===== config.mk =====
export PLATFORM = sky130hd
export DESIGN_NAME = delta_of_delta_varint_decoder_flat
export DESIGN_NICKNAME = d
export VERILOG_FILES = /design/src/ddv_pkg.sv /design/src/ddv_in_if.sv /design/src/ddv_out_if.sv /design/src/delta_of_delta_varint_decoder.sv /design/src/ddv_front.sv /design/src/ddv_queue.sv /design/src/ddv_back.sv /design/src/flat_wrapper.sv
export SDC_FILE = /design/constraint.sdc
export NUM_CORES = 1
export LEC_CHECK = 0
export ABC_CLOCK_PERIOD_IN_PS = 7400
export BUFFER_PORTS_ARGS = -buffer_cell sky130_fd_sc_hd__buf_2
export CORE_ASPECT_RATIO = 0.5
export CORE_UTILIZATION = 30
export DETAILED_ROUTE_END_ITERATION = 16
export PLACE_DENSITY = 0.42
export SKIP_CTS_REPAIR_TIMING = 1
export SKIP_LAST_GASP = 1
export SLEW_MARGIN = 5
export SYNTH_ARGS = -nofsm -noshare
export SYNTH_HDL_FRONTEND = slang
export SYNTH_HIERARCHICAL = 1
export SYNTH_SLANG_ARGS = --single-unit
export TNS_END_PERCENT = 1

===== constraint.sdc =====
create_clock -name clk -period 7.4 [get_ports clk]
set_clock_uncertainty 0.1 [all_clocks]
set_input_delay 0.37 -clock clk [delete_from_list [all_inputs] [get_ports clk]]
set_output_delay 0.37 -clock clk [all_outputs]
set_load 0.01 [all_outputs]

===== src/ddv_pkg.sv =====
// ----------------------------------------------------------------------------
// ddv_pkg
// shared types and codes for the delta-of-delta varint decoder
// ----------------------------------------------------------------------------
package ddv_pkg;

	localparam int VALUE_W = 64;
	localparam int COUNT_W = 31;

	// token kinds passed from the front part to the back part
	localparam logic [1:0] KIND_HDR   = 2'd0;
	localparam logic [1:0] KIND_FIRST = 2'd1;
	localparam logic [1:0] KIND_DOD   = 2'd2;

	typedef struct packed {
		logic [1:0]         kind;
		logic [VALUE_W-1:0] payload;
		logic               commit;
		logic               final_value;
		logic               truncated;
	} token_t;

	function automatic logic [VALUE_W-1:0] unzigzag(input logic [VALUE_W-1:0] n);
		return (n >> 1) ^ {VALUE_W{n[0]}};
	endfunction

endpackage


===== src/ddv_in_if.sv =====
// ----------------------------------------------------------------------------
// ddv_in_if
// byte channel into the decoder, valid/ready handshake
// ----------------------------------------------------------------------------
interface ddv_in_if;
	logic        valid;
	logic        ready;
	logic [7:0]  data_byte;
	logic        block_start;
	logic [30:0] value_count;
	logic        buffer_end;

	modport source (output valid, data_byte, block_start, value_count, buffer_end,
		input ready);
	modport sink (input valid, data_byte, block_start, value_count, buffer_end,
		output ready);
endinterface


===== src/ddv_out_if.sv =====
// ----------------------------------------------------------------------------
// ddv_out_if
// decoded value channel out of the decoder, valid/ready handshake
// ----------------------------------------------------------------------------
interface ddv_out_if;
	logic               valid;
	logic               ready;
	logic signed [63:0] decoded_value;
	logic               final_value;
	logic               truncated;

	modport source (output valid, decoded_value, final_value, truncated, input ready);
	modport sink (input valid, decoded_value, final_value, truncated, output ready);
endinterface


===== src/delta_of_delta_varint_decoder.sv =====
// ----------------------------------------------------------------------------
// delta_of_delta_varint_decoder
// Decodes a delta-of-delta zigzag varint column, one byte per word. A word
// with block_start high opens a block and samples value_count; a zero count
// opens nothing. The first eight bytes give a little-endian 64-bit value,
// the next varint the first delta, every later varint a delta-of-delta; all
// sums wrap at 64 bits and varint bits past bit 63 are dropped. The last
// counted value carries final_value. If buffer_end arrives while values are
// still owed, one result is sent with final_value and truncated set, holding
// the partly built value, and the block closes. Bytes outside a block are
// dropped. The block takes one byte per clock whatever the byte kind, while
// the token queue has room. The parser pushes a token into the queue at the
// accepting edge for the byte that completes a result; the running delta add
// then fills the delta stage register and the running value add the value
// register that drives the result port. The queue lets the parser keep
// taking bytes for QUEUE_DEPTH tokens while the result side is stalled.
// ----------------------------------------------------------------------------
module delta_of_delta_varint_decoder import ddv_pkg::*; #(
	parameter int QUEUE_DEPTH = 2
) (
	input  logic      clk,
	input  logic      arst_n,
	ddv_in_if.sink    stream,
	ddv_out_if.source result
);

	// parser to queue
	token_t front_tok;
	logic   front_valid;
	logic   front_ready;

	// queue to value builder
	token_t back_tok;
	logic   back_valid;
	logic   back_ready;

	// front part: classifies each byte, builds header and varint words
	ddv_front u_front (
		.clk       (clk),
		.arst_n    (arst_n),
		.stream    (stream),
		.tok       (front_tok),
		.tok_valid (front_valid),
		.tok_ready (front_ready)
	);

	// token queue decoupling the two sides
	ddv_queue #(
		.DEPTH (QUEUE_DEPTH)
	) u_queue (
		.clk       (clk),
		.arst_n    (arst_n),
		.in_tok    (front_tok),
		.in_valid  (front_valid),
		.in_ready  (front_ready),
		.out_tok   (back_tok),
		.out_valid (back_valid),
		.out_ready (back_ready)
	);

	// back part: delta and value accumulation, output register
	ddv_back u_back (
		.clk       (clk),
		.arst_n    (arst_n),
		.tok       (back_tok),
		.tok_valid (back_valid),
		.tok_ready (back_ready),
		.result    (result)
	);

	// a truncated token always closes its block
	assert property (@(posedge clk) disable iff (!arst_n)
		(front_valid && front_tok.truncated) |-> front_tok.final_value)
	else $error("truncated token without final flag");

	// a stalled result freezes the value builder, so the queue holds its head
	assert property (@(posedge clk) disable iff (!arst_n)
		(result.valid && !result.ready) |-> !back_ready)
	else $error("value builder advanced under a stalled result");

	// a byte is taken only when its token has room in the queue
	assert property (@(posedge clk) disable iff (!arst_n)
		(stream.valid && stream.ready) |-> front_ready)
	else $error("byte accepted with the queue full");

endmodule


===== src/ddv_front.sv =====
// ----------------------------------------------------------------------------
// ddv_front
// byte parser: header assembly, varint gathering, value counting
// ----------------------------------------------------------------------------
module ddv_front import ddv_pkg::*; (
	input  logic   clk,
	input  logic   arst_n,
	ddv_in_if.sink stream,
	output token_t tok,
	output logic   tok_valid,
	input  logic   tok_ready
);

	localparam logic [1:0] PH_IDLE   = 2'd0;
	localparam logic [1:0] PH_HEADER = 2'd1;
	localparam logic [1:0] PH_FIRST  = 2'd2;
	localparam logic [1:0] PH_DOD    = 2'd3;

	logic [1:0]         phase_q, phase_e, phase_d;
	logic [2:0]         idx_q, idx_e, idx_d;
	logic [VALUE_W-1:0] hv_q, hv_e, hv_n, hv_d;
	logic [VALUE_W-1:0] acc_q, acc_e, acc_n, acc_d;
	logic [6:0]         sh_q, sh_e, sh_n, sh_d;
	logic [COUNT_W-1:0] vr_q, vr_e, vr_dec, vr_d;
	logic               start, done, last, emit, accept;

	assign start  = stream.block_start;
	assign accept = stream.valid && stream.ready;
	assign stream.ready = tok_ready;

	always_comb begin
		// a start word resets the block before this byte is parsed
		phase_e = start ? ((stream.value_count != '0) ? PH_HEADER : PH_IDLE) : phase_q;
		vr_e    = start ? stream.value_count : vr_q;
		idx_e   = start ? 3'd0 : idx_q;
		hv_e    = start ? '0 : hv_q;
		acc_e   = start ? '0 : acc_q;
		sh_e    = start ? 7'd0 : sh_q;

		hv_n  = hv_e | (VALUE_W'(stream.data_byte) << {idx_e, 3'b000});
		// payload bits at position 64 and above fall away
		acc_n = sh_e[6] ? acc_e : (acc_e | (VALUE_W'(stream.data_byte[6:0]) << sh_e[5:0]));
		sh_n  = (stream.data_byte[7] && !sh_e[6]) ? sh_e + 7'd7 : sh_e;

		unique case (phase_e)
			PH_IDLE:   done = 1'b0;
			PH_HEADER: done = (idx_e == 3'd7);
			default:   done = !stream.data_byte[7];
		endcase

		vr_dec = vr_e - COUNT_W'(1);
		last   = done && (vr_dec == '0);
		emit   = (phase_e != PH_IDLE) && (done || stream.buffer_end);

		tok.kind        = (phase_e == PH_HEADER) ? KIND_HDR :
			((phase_e == PH_FIRST) ? KIND_FIRST : KIND_DOD);
		tok.payload     = (phase_e == PH_HEADER) ? hv_n : unzigzag(acc_n);
		tok.commit      = done;
		tok.final_value = last || stream.buffer_end;
		tok.truncated   = stream.buffer_end && !last;

		phase_d = phase_e;
		idx_d   = idx_e;
		hv_d    = hv_e;
		acc_d   = acc_e;
		sh_d    = sh_e;
		vr_d    = vr_e;
		priority if (phase_e == PH_HEADER) begin
			hv_d = hv_n;
			if (done) begin
				vr_d    = vr_dec;
				phase_d = last ? PH_IDLE : PH_FIRST;
				idx_d   = 3'd0;
				acc_d   = '0;
				sh_d    = 7'd0;
			end else begin
				idx_d = idx_e + 3'd1;
			end
		end else if (phase_e != PH_IDLE) begin
			if (done) begin
				vr_d    = vr_dec;
				phase_d = last ? PH_IDLE : PH_DOD;
				acc_d   = '0;
				sh_d    = 7'd0;
			end else begin
				acc_d = acc_n;
				sh_d  = sh_n;
			end
		end else begin
			phase_d = PH_IDLE;
		end
		if (stream.buffer_end) begin
			phase_d = PH_IDLE;
		end
	end

	assign tok_valid = stream.valid && emit;

	always_ff @(posedge clk or negedge arst_n) begin
		if (!arst_n) begin
			phase_q <= PH_IDLE;
			idx_q   <= 3'd0;
			hv_q    <= '0;
			acc_q   <= '0;
			sh_q    <= 7'd0;
			vr_q    <= '0;
		end else if (accept) begin
			phase_q <= phase_d;
			idx_q   <= idx_d;
			hv_q    <= hv_d;
			acc_q   <= acc_d;
			sh_q    <= sh_d;
			vr_q    <= vr_d;
		end
	end

endmodule


===== src/ddv_queue.sv =====
// ----------------------------------------------------------------------------
// ddv_queue
// small token fifo between the parser and the value builder
// ----------------------------------------------------------------------------
module ddv_queue import ddv_pkg::*; #(
	parameter int DEPTH = 2
) (
	input  logic   clk,
	input  logic   arst_n,
	input  token_t in_tok,
	input  logic   in_valid,
	output logic   in_ready,
	output token_t out_tok,
	output logic   out_valid,
	input  logic   out_ready
);

	localparam int PW = $clog2(DEPTH);
	localparam int CW = $clog2(DEPTH + 1);

	token_t        mem_q [DEPTH];
	logic [PW-1:0] wr_ptr_q, rd_ptr_q;
	logic [CW-1:0] count_q;
	logic          push, pop;

	assign in_ready  = (count_q != CW'(DEPTH));
	assign out_valid = (count_q != '0);
	assign push      = in_valid && in_ready;
	assign pop       = out_valid && out_ready;
	assign out_tok   = mem_q[rd_ptr_q];

	always_ff @(posedge clk) begin
		if (push) begin
			mem_q[wr_ptr_q] <= in_tok;
		end
	end

	always_ff @(posedge clk or negedge arst_n) begin
		if (!arst_n) begin
			wr_ptr_q <= '0;
			rd_ptr_q <= '0;
			count_q  <= '0;
		end else begin
			if (push) begin
				wr_ptr_q <= (wr_ptr_q == PW'(DEPTH - 1)) ? '0 : wr_ptr_q + PW'(1);
			end
			if (pop) begin
				rd_ptr_q <= (rd_ptr_q == PW'(DEPTH - 1)) ? '0 : rd_ptr_q + PW'(1);
			end
			if (push && !pop) begin
				count_q <= count_q + CW'(1);
			end else if (pop && !push) begin
				count_q <= count_q - CW'(1);
			end
		end
	end

endmodule


===== src/ddv_back.sv =====
// ----------------------------------------------------------------------------
// ddv_back
// value builder: running delta stage, running value stage, output register
// ----------------------------------------------------------------------------
module ddv_back import ddv_pkg::*; (
	input  logic      clk,
	input  logic      arst_n,
	input  token_t    tok,
	input  logic      tok_valid,
	output logic      tok_ready,
	ddv_out_if.source result
);

	logic               en;
	logic [VALUE_W-1:0] rd_q, rv_q;
	logic [VALUE_W-1:0] delta_c, val_c;

	logic               v_s1, commit_s1, final_s1, trunc_s1;
	logic [1:0]         kind_s1;
	logic [VALUE_W-1:0] payload_s1, delta_s1;

	logic               v_s2, final_s2, trunc_s2;
	logic [VALUE_W-1:0] value_s2;

	assign en        = !v_s2 || result.ready;
	assign tok_ready = en;

	assign delta_c = (tok.kind == KIND_FIRST) ? tok.payload : rd_q + tok.payload;
	assign val_c   = (kind_s1 == KIND_HDR) ? payload_s1 : rv_q + delta_s1;

	always_ff @(posedge clk) begin
		if (en && tok_valid) begin
			kind_s1    <= tok.kind;
			payload_s1 <= tok.payload;
			delta_s1   <= delta_c;
			commit_s1  <= tok.commit;
			final_s1   <= tok.final_value;
			trunc_s1   <= tok.truncated;
		end
		if (en && v_s1) begin
			value_s2 <= val_c;
			final_s2 <= final_s1;
			trunc_s2 <= trunc_s1;
		end
	end

	always_ff @(posedge clk or negedge arst_n) begin
		if (!arst_n) begin
			v_s1 <= 1'b0;
			v_s2 <= 1'b0;
			rd_q <= '0;
			rv_q <= '0;
		end else if (en) begin
			v_s1 <= tok_valid;
			v_s2 <= v_s1;
			// delta is kept only for completed varints
			if (tok_valid && tok.commit && (tok.kind != KIND_HDR)) begin
				rd_q <= delta_c;
			end
			if (v_s1 && commit_s1) begin
				rv_q <= val_c;
			end
		end
	end

	assign result.valid         = v_s2;
	assign result.decoded_value = value_s2;
	assign result.final_value   = final_s2;
	assign result.truncated     = trunc_s2;

endmodule

===== src/flat_wrapper.sv =====
// flat-port wrapper written by rule: the top's interface ports become plain ports
module delta_of_delta_varint_decoder_flat import ddv_pkg::*;
#(
	parameter int QUEUE_DEPTH = 2
)
  (clk, arst_n, stream_valid, stream_data_byte, stream_block_start, stream_value_count, stream_buffer_end, stream_ready, result_valid, result_decoded_value, result_final_value, result_truncated, result_ready);
  ddv_in_if stream_i ();
  ddv_out_if result_i ();
  input  logic clk;
  input  logic arst_n;
  input wire logic [$bits(stream_i.valid)-1:0] stream_valid;
  input wire logic [$bits(stream_i.data_byte)-1:0] stream_data_byte;
  input wire logic [$bits(stream_i.block_start)-1:0] stream_block_start;
  input wire logic [$bits(stream_i.value_count)-1:0] stream_value_count;
  input wire logic [$bits(stream_i.buffer_end)-1:0] stream_buffer_end;
  output wire logic [$bits(stream_i.ready)-1:0] stream_ready;
  output wire logic [$bits(result_i.valid)-1:0] result_valid;
  output wire logic [$bits(result_i.decoded_value)-1:0] result_decoded_value;
  output wire logic [$bits(result_i.final_value)-1:0] result_final_value;
  output wire logic [$bits(result_i.truncated)-1:0] result_truncated;
  input wire logic [$bits(result_i.ready)-1:0] result_ready;
  assign stream_i.valid = stream_valid;
  assign stream_i.data_byte = stream_data_byte;
  assign stream_i.block_start = stream_block_start;
  assign stream_i.value_count = stream_value_count;
  assign stream_i.buffer_end = stream_buffer_end;
  assign stream_ready = stream_i.ready;
  assign result_valid = result_i.valid;
  assign result_decoded_value = result_i.decoded_value;
  assign result_final_value = result_i.final_value;
  assign result_truncated = result_i.truncated;
  assign result_i.ready = result_ready;
  delta_of_delta_varint_decoder #(.QUEUE_DEPTH(QUEUE_DEPTH)) u_core (.clk(clk), .arst_n(arst_n), .stream(stream_i), .result(result_i));
endmodule

== Yosys cells after proc, flatten, opt, wreduce, memory -nomap -nowiden ==
Memory sizes are Yosys's and may differ from the RTL's.
Cells that the tools add are included.

* Register bits after elaboration: 504
* Memory bits (writable): 138
* Input bits: 45
* Output and inout bits: 68
* Word-level logic and storage cells: 117
* Memories: 1

* $add $sub $neg: 9
* Equal/unequal tests: 5
* Shifts and indexed selects: 2
* Mux-type cells: 42
* Bitwise operators: 3
* Reduce and logical (&&, ||, !) cells: 33

{| class="wikitable"
|+ Memory list
! name !! depth !! bits a word !! read ports !! clocked after memory_dff !! wr ports !! line !! text
|-
| u_core.u_queue.mem_q || 2 || 69 || 1 || 0 || 1 || ddv_queue.sv:21 || <nowiki>token_t mem_q [DEPTH];</nowiki>
|}

{| class="wikitable"
|+ Operator list
! kind !! number
|-
| 64-bit two-way mux || 11
|-
| 64-bit adder || 2
|-
| 64-bit OR || 2
|-
| 31-bit two-way mux || 4
|-
| 7-bit by 6-bit << shifter with 64-bit output || 1
|-
| 8-bit by 6-bit << shifter with 64-bit output || 1
|-
| 63-bit by 64-bit bitwise XOR with 64-bit output || 1
|-
| 7-bit two-way mux || 6
|-
| 31-bit zero test || 1
|-
| 31-bit nonzero test || 1
|-
| 31-bit by 1-bit subtractor with 31-bit output, second input constant || 1
|-
| 2-bit two-way mux || 12
|-
| 1-bit logical AND || 14
|-
| 3-bit two-way mux || 3
|-
| 2-bit nonzero test || 4
|-
| 7-bit by 3-bit adder with 7-bit output, second input constant || 1
|-
| 1-bit zero test || 6
|-
| 1-bit two-way mux || 5
|-
| 2-bit by 1-bit equality test with 1-bit output, second input constant || 2
|-
| 2-bit zero test || 2
|-
| 2-bit AND reduction || 2
|-
| 3-bit by 1-bit adder with 3-bit output, second input constant || 1
|-
| 3-bit equality test, second input constant || 1
|-
| 1-bit logical OR || 3
|-
| other kinds (6) || 7
|}

== Longest topological paths before layout ==
Gate-level depths: netlist of run 1.

* Depth in word-level cells: 13
* Depth in mapped cells: 20
* Depth with buffers taken out: 16

== Cells and area by module ==
The synthesis of run 1 kept the hierarchy.

{| class="wikitable"
|+ Modules (own cells, without submodules)
! module !! instances !! cells each !! area each (sq um) !! sequential area each (sq um)
|-
| ddv_back || 1 || 2025 || 19832.8 || 9228.9
|-
| ddv_front || 1 || 1394 || 12049.1 || 4279.1
|-
| ddv_queue || 1 || 233 || 5525.3 || 4244.1
|}

== Worst setup path before layout of run 1 ==
Ideal clock, no wire load.

* Kind: input-to-reg
* Start: in stream_block_start
* End: mem u_core/u_queue/mem_q[0][0] (netlist name), enable pin
* Setup time: 0.497 ns
* Arrival time: 5.747 ns
* Data required time: 6.803 ns
* Setup slack: 1.056 ns
* Cell stages on the path: 16
* Path buffers: 7
* Cells stage by stage: buf_6 buf_6 buf_2 buf_2 buf_2 buf_2 buf_2 o21ai_0 inv_1 ha_1 a31oi_1 inv_1 nor2_1 nor3b_1 nand2_1 nor2_1

* Word-level cells in the longest chain between the ends: 9
* Elaborated cells on any way between the ends: 13
* Those cells by class: 2 x eq/ne; 5 x mux; 6 x reduce/logical

{| class="wikitable"
|+ RTL lines
! what !! line !! text
|-
| start: declaration || flat_wrapper.sv:13 || <nowiki>input wire logic [$bits(stream_i.block_start)-1:0] stream_block_start;</nowiki>
|-
| 3-bit two-way mux or 2-bit two-way mux (tied branches) || ddv_front.sv:35, ddv_front.sv:33 ||
|-
| 3-bit equality test (tied with other cells) || ddv_front.sv:47 || <nowiki>PH_HEADER: done = (idx_e == 3'd7);</nowiki>
|-
| 1-bit one-hot mux with 2 select lines * || ddv_front.sv:45 || <nowiki>unique case (phase_e)</nowiki>
|-
| via u_core.u_front.done || ddv_front.sv:25 || <nowiki>logic start, done, last, emit, accept;</nowiki>
|-
| 1-bit logical OR * || ddv_front.sv:53 || <nowiki>emit = (phase_e != PH_IDLE) && (done || stream.buffer_end);</nowiki>
|-
| 1-bit logical AND * || ddv_front.sv:53 ||
|-
| 1-bit logical AND * || ddv_front.sv:97 || <nowiki>assign tok_valid = stream.valid && emit;</nowiki>
|-
| via u_core.front_valid || delta_of_delta_varint_decoder.sv:29 || <nowiki>logic front_valid;</nowiki>
|-
| 1-bit logical AND * || ddv_queue.sv:28 || <nowiki>assign push = in_valid && in_ready;</nowiki>
|-
| 1-bit two-way mux * || ddv_queue.sv:33 || <nowiki>if (push) begin</nowiki>
|-
| 1-bit two-way mux (not written as such) * || ddv_queue.sv:34 || <nowiki>mem_q[wr_ptr_q] <= in_tok;</nowiki>
|-
| end: declaration || ddv_queue.sv:21 ||
|}

Mark *: on every way through the listed nets, which the timed path passes. The rest lies on a longest branch.

==> impl_metrics.tcl, run 1 <==
set metrics [dict create \
    status "completed" \
    dieArea_um2 126000 \
    min-delay-path-class "in -> reg" \
    clock_latency_ns 0.68 \
    grt_pass1_vias 28000 \
    die_y_um 252 \
    crit_type "reg -> reg" \
    slowest_delay_ns 0.95 \
    ir_drop_v 0.000152 \
    cpMostUsedCell "xnor2_1" \
    required_ns 7.70 \
    final_layout_size_suffix_gt1_frac 0.131 \
    cts_tree "yes" \
    setup_violations 0 \
    drc 0 \
    final_cells 5357 \
    hold_viol 0 \
    min_path_cells 3 \
    initial_utilization 0.303 \
    io_buffers 112 \
    viasPerCell 5.45 \
    critPathCaptureType "flip-flop" \
    ys_seq_elements 642 \
    worstHoldStart "result_ready" \
    cts_max_path_buffers 3 \
    die_w_um 501 \
    grt-ovfl-total 0 \
    synthArstFlopShare 0.475 \
    ant_nets 0 \
    fin_crit_sh 0.708 \
    cp-start-kind "flip-flop" \
    num_rows 91 \
    arrival_ns 5.55 \
    worst-r2r-cell-count 14 \
    grt_pass1_wl_um 188000 \
    path_clk_slew_ns 0.06 \
    powerDensity_nw_per_um2 523 \
    worst_slew_pin_slew_ns 1.15 \
    netlist_area_um2 37400 \
    dp_cells 5226 \
    r2r_setup_slack_ns 2.16 \
    htree_levels 3 \
    leakage_nw 16.2 \
    hold_end "u_core/u_back/result.valid$_DFFE_PN0N_" \
    grt_max_degree 102 \
    synth_flop_cell "edfxtp_1" \
    synth_cell_types 98 \
    clock-sinks 642 \
    slew_headroom 0.216 \
    synth_edf_count 337 \
    synth_seq_area_share 0.475 \
    yosys_warnings 6 \
    crit_start "u_core/u_queue/rd_ptr_q$_DFFE_PN0P_" \
    cts_root_buffer "clkbuf_16" \
    tns_ns 0 \
    syn_area_per_cell_um2 10.2 \
    first_iter_violations 2672 \
    fin_crit_ns 5.24 \
    track_usage 0.197 \
    place_area_um2 39300 \
    r2r_end "u_core/u_back/delta_s1[63]$_DFFE_PP_" \
    grt_antenna_before_repair 5 \
    syn_inst 3652 \
    ioPinCount 113 \
    routed-via-count 29200 \
    dr.pass1.iters 5 \
    cp_max_fo 40 \
    fmax_mhz 191 \
    wire_per_inst_um 23.5 \
    synth_nets 3834 \
    maxCapViolations 0 \
    cts_inserted_buffers 69 \
    cp_slowest_cell "dfrtp_4" \
    gp_congestion 0.887 \
    critical_path.cell_chain "buf_12 > mux2_4 > ha_1 > a21oi_1 > o21ai_0 > a21boi_0 > o31ai_1 > a2111oi_0 > o211ai_1 > nor3b_1 > nor3_1 > xnor2_1 > nand2_1 > xnor2_1" \
    r2r-start "u_core/u_queue/rd_ptr_q$_DFFE_PN0P_" \
    nets 3809 \
    maxSlewViolCount 0 \
    drt-total-wl_um 126000 \
    area_delta_synth_final_pct 11.3 \
    hpwl_um 89500 \
    fin_area_um2 41600 \
    coreArea_um2 123000 \
    rsz0062_at_grt "no" \
]
## layer usage
layer  track usage  up-vias  wire (µm)
met5             0        -         45
met4        0.0400        6       2170
met3        0.0504      135       8890
met2         0.263      906      49000
met1         0.310    14600      66100
li1              -    13500          -
## critical path: cells and delay by family, from the launching register on
kind            cells  cell delay (ns)
flops               1             0.95
simple gates        3             0.66
mux                 1             0.37
buf+inv             1             0.35
fa+ha+maj           1             0.43
xor+xnor            2             0.31
compound gates      6             1.72
## power breakdown
| part | total (W) | switching, W | internal [W] |
|---|---|---|---|
| combinational | 0.0118 | 0.00751 | 0.00429 |
| sequential | 0.00639 | 0.000800 | 0.00559 |
| clock | 0.00361 | 0.00160 | 0.00201 |
## cell usage after synthesis, drive strengths merged (9+ instances only)
| cell type | count | area share |
|---|---|---|
| o21a | 20 | 0.0040 |
| a22o | 93 | 0.022 |
| nor3 | 63 | 0.0088 |
| o22ai | 20 | 0.0035 |
| o221ai | 9 | 0.0023 |
| nor2b | 34 | 0.0059 |
| nor2 | 249 | 0.025 |
| edfxtp | 337 | 0.27 |
| a32oi | 11 | 0.0026 |
| o211ai | 17 | 0.0034 |
| a221oi | 53 | 0.012 |
| and3 | 27 | 0.0045 |
| nand2b | 27 | 0.0045 |
| or2 | 17 | 0.0028 |
| nand2 | 429 | 0.043 |
| nand4 | 55 | 0.0092 |
| nor3b | 17 | 0.0037 |
| nor4 | 33 | 0.0082 |
| a31oi | 29 | 0.0052 |
| clkbuf | 180 | 0.018 |
| or3 | 10 | 0.0017 |
| xor2 | 108 | 0.025 |
| a21oi | 331 | 0.044 |
| ha | 135 | 0.045 |
| and2 | 18 | 0.0030 |
| o21bai | 23 | 0.0047 |
| a211oi | 18 | 0.0043 |
| o31ai | 22 | 0.0044 |
| inv | 53 | 0.0053 |
| a32o | 10 | 0.0027 |
| a21boi | 10 | 0.0020 |
| a22oi | 54 | 0.011 |
| buf | 67 | 0.012 |
| mux2i | 33 | 0.0089 |
| o21ai | 243 | 0.033 |
| mux2 | 159 | 0.055 |
| nand3 | 45 | 0.0060 |
| xnor2 | 115 | 0.027 |
| dfrtp | 305 | 0.20 |
| a41oi | 10 | 0.0023 |
| a21o | 62 | 0.012 |
## placed cells by master (no fill, tap or decap), types with 62 or more instances in the layout
master / Yosys / final
xor2_1: 108 / 108
mux2_4: 69 / 69
ha_1: 135 / 134
a22o_1: 93 / 93
edfxtp_1: 337 / 337
nand2_1: 429 / 427
nor2_1: 249 / 246
dfrtp_1: 305 / 304
a21oi_1: 330 / 330
buf_2: 32 / 110
a21o_1: 62 / 62
o21ai_0: 223 / 223
mux2_2: 90 / 90
xnor2_1: 115 / 115
clkbuf_16: 0 / 70
## cell families (layout without fill, tap and decap cells)
| group | Yosys count | after routing | synth area share |
|---|---|---|---|
| and+or+nand+nor | 1057 | 1057 | 0.134 |
| xor gates and xnor gates | 223 | 223 | 0.0522 |
| other | 0 | 1 | 0 |
| DFF | 642 | 642 | 0.475 |
| buffers and inverters | 300 | 330 | 0.0356 |
| adders and majority gates | 137 | 137 | 0.0462 |
| AOI/OAI and AO/OA | 1098 | 1098 | 0.191 |
| muxes | 195 | 195 | 0.0655 |
## through the flow
| step | worst slack, ns | total power, W | hold slack, ns | utilization |
|---|---|---|---|---|
| floorplan | 1.06 | 0.0145 | -0.0256 | - |
| global placement | 2.13 | 0.0181 | 0.292 | 0.319 |
| detailed placement | 2.15 | 0.0181 | 0.283 | 0.319 |
| CTS | 2.09 | 0.0218 | -0.448 | 0.337 |
| global route | 1.69 | 0.0234 | 0.0545 | 0.337 |
| finish | 2.16 | 0.0218 | 0.0246 | 0.337 |
## worst max path at each step
stage / end / cells past startpoint
floorplan: u_core/u_queue/mem_q[0][0]$_DFFE_PP_ / 16
global placement: u_core/u_back/delta_s1[63]$_DFFE_PP_ / 14
detailed placement: u_core/u_back/delta_s1[63]$_DFFE_PP_ / 14
CTS: u_core/u_back/delta_s1[63]$_DFFE_PP_ / 14
global route: u_core/u_back/delta_s1[63]$_DFFE_PP_ / 14
finish: u_core/u_back/delta_s1[63]$_DFFE_PP_ / 14
## layout make-up
class	instances	area, µm²
Fill cell	12600	81800
Multi-Input combinational cell	2710	18400
Antenna cell	1	2.50
Clock buffer	94	1910
Clock inverter	32	355
Inverter	53	204
Timing Repair Buffer	151	917
Tap cell	1674	2090
Sequential cell	642	17800
## flip-flops by register name, indices dropped and copies added, names as in the netlist, 7 cells and up
signal,cells
u_core/u_front/sh_q,7
u_core/u_front/acc_q,64
u_core/u_front/hv_q,64
u_core/u_front/vr_q,31
u_core/u_back/rv_q,64
u_core/u_back/rd_q,64
u_core/u_back/delta_s1,64
u_core/u_queue/mem_q,138
u_core/u_back/result.decoded_value,64
u_core/u_back/payload_s1,64
Power figures use the tool's default switching activity.
==> run 2: changes to the inputs <==
- ABC_CLOCK_PERIOD_IN_PS: 7400 -> 5000
- clock period: 7.4 -> 5 ns (I/O delays scaled with it)
==> run 2 against run 1 <==
  * The flow now finishes with violations (negative hold slack)
  * Routed wire length rose by 2.0%
  * Power up 50%
  * Critical endpoint is now u_core/u_back/rd_q[47]$_DFFE_PN0P_
  * Setup slack got worse by 1.8 ns
  * Flip-flop and latch count stayed put
  * Die area unchanged
  * Sequential power is 51% higher
  * First-iteration DRC count up 3.8%
  * Via count fell by 0.15%
  * Combinational power up 51%
==> impl_metrics.tcl, run 2 (synthesized netlist as in run 1, its figures left out) <==
set metrics [dict create \
    io_buffers 112 \
    routed-via-count 29100 \
    r2r_end "u_core/u_back/rd_q[47]$_DFFE_PN0P_" \
    hpwl_um 93000 \
    final_cells 5425 \
    drt-total-wl_um 129000 \
    mostFrequentLayoutCells "nand2_1 (427), edfxtp_1 (337), a21oi_1 (330), dfrtp_1 (304), nor2_1 (246)" \
    largest_register "u_core/u_queue/mem_q" \
    cts_max_path_buffers 3 \
    hold_viol 4 \
    clock-sinks 642 \
    top_layer "met5" \
    largest_reg_flops 138 \
    fin_crit_sh 0.937 \
    min_path_cells 5 \
    required_ns 5.44 \
    whs_ns -0.0245 \
    n_fill_cell 12600 \
    final_layout_size_suffix_gt1_frac 0.141 \
    clock_latency_ns 0.67 \
    grt_antenna_before_repair 5 \
    worstHoldStart "stream_value_count[4]" \
    cpMostUsedCell "or2_2" \
    slowest_delay_ns 0.66 \
    nets 3875 \
    critical_path.cell_chain "buf_16 > mux2_4 > ha_1 > nand4_1 > or2_2 > o221ai_1 > or2_2 > a21oi_1 > buf_4 > or2_2 > o21bai_1 > a21oi_1 > xor2_1 > o21ai_0 > mux2_2" \
    tns_ns 0 \
    arrival_ns 5.12 \
    ant_nets 0 \
    initial_utilization 0.303 \
    track_usage 0.200 \
    cp_slowest_cell "dfrtp_4" \
    cts_tree "yes" \
    fin_area_um2 42200 \
    hold_end "u_core/u_front/vr_q[4]$_DFFE_PN0P_" \
    worst-r2r-cell-count 15 \
    htree_levels 3 \
    mostFrequentLayoutCell "nand2_1" \
    viasPerCell 5.37 \
    wl_met1_um 70700 \
    first_iter_violations 2773 \
    cp_max_fo 13 \
    wire_per_inst_um 23.7 \
    maxCapViolations 0 \
    dr.pass1.iters 7 \
    violations "negative hold slack" \
    r2r-start "u_core/u_queue/rd_ptr_q$_DFFE_PN0P_" \
    grt_pass1_vias 27600 \
    wl_met3_um 6670 \
    wl_met2_um 49600 \
    crit_type "reg -> reg" \
    grt_pass1_wl_um 190000 \
    rsz0062_at_grt "no" \
    worst_slew_pin_slew_ns 1.32 \
    critPathTopFamily "simple AND/OR/NAND/NOR gates" \
    drc 0 \
    setup_violations 0 \
    cts_inserted_buffers 69 \
    maxSlewViolCount 0 \
    powerDensity_nw_per_um2 775 \
    cts_root_buffer "clkbuf_16" \
    num_rows 91 \
    min-delay-path-class "in -> reg" \
    grt_max_degree 125 \
    die_y_um 252 \
    status "complete, but fails checks" \
    gp_congestion 0.925 \
    grt-ovfl-total 0 \
    ir_drop_v 0.000398 \
    dp_cells 5277 \
    crit_buf_inv 2 \
    fmax_mhz 214 \
    path_clk_slew_ns 0.06 \
    die_w_um 501 \
    place_area_um2 39800 \
    slew_headroom 0.109 \
    fin_crit_ns 4.68 \
    r2r_setup_slack_ns 0.32 \
    leakage_nw 16.5 \
    area_delta_synth_final_pct 12.9 \
    pre_cts_ws_ns -0.0450 \
    cp-start-kind "flip-flop" \
    ioPinCount 113 \
    fin_ws_ns 0.317 \
    dieArea_um2 126000 \
    critPathCaptureType "flip-flop" \
    coreArea_um2 123000 \
]
==> run 2: power breakdown <==
group,internal (W),total (W),leakage [nW],switching [W]
clock,0.00292,0.00527,1.08,0.00235
sequential,0.00828,0.00964,7.08,0.00135
combinational,0.00668,0.0178,8.34,0.0111
==> run 2: how the worst max path moves through the flow <==
stage                                                   start                                   end  slack (ns)  cells past startpoint
after floorplan                            stream_block_start  u_core/u_queue/mem_q[1][0]$_DFFE_PP_        0.15                     15
after global placement    u_core/u_queue/rd_ptr_q$_DFFE_PN0P_  u_core/u_back/delta_s1[63]$_DFFE_PP_        0.08                     14
after detailed placement  u_core/u_queue/rd_ptr_q$_DFFE_PN0P_  u_core/u_back/delta_s1[63]$_DFFE_PP_       -0.04                     14
after CTS                 u_core/u_queue/rd_ptr_q$_DFFE_PN0P_  u_core/u_back/delta_s1[63]$_DFFE_PP_        -0.1                     14
after global routing      u_core/u_queue/rd_ptr_q$_DFFE_PN0P_    u_core/u_back/rd_q[57]$_DFFE_PN0P_        0.10                     15
final                     u_core/u_queue/rd_ptr_q$_DFFE_PN0P_    u_core/u_back/rd_q[47]$_DFFE_PN0P_        0.32                     15
==> run 2: layout make-up <==
cell class,instances,area (µm²),share of cell area
well taps,1674,2090,0.0496
diodes,2,5.00,0.000119
inverters,53,204,0.00483
flip-flops and latches,642,17800,0.420
repair buffers,217,1540,0.0365
clock buffers,98,1930,0.0457
multi-input cells,2710,18400,0.436
clock inverters,29,287,0.00679
==> run 2: worst reg2reg max path: stages, from the launching register on <==
cell,delay (ns)
dfrtp_4,0.66
buf_16,0.23
mux2_4,0.35
ha_1,0.44
nand4_1,0.31
or2_2,0.38
o221ai_1,0.21
or2_2,0.15
a21oi_1,0.09
buf_4,0.19
or2_2,0.28
o21bai_1,0.40
a21oi_1,0.17
xor2_1,0.18
o21ai_0,0.14
mux2_2,0.29
==> run 2: through the flow <==
step | util | total power, W
global route | 0.342 | 0.0349
global placement | 0.322 | 0.0273
detailed placement | 0.322 | 0.0272
floorplan | - | 0.0214
CTS | 0.340 | 0.0327
finish | 0.342 | 0.0327
==> run 2: metal layers <==
| metal | vias up | global-route usage |
|---|---|---|
| met1 | 14600 | 0.331 |
| met2 | 754 | 0.266 |
| li1 | 13700 | - |
| met5 | - | 0 |
| met3 | 112 | 0.0331 |
| met4 | 6 | 0.0327 |
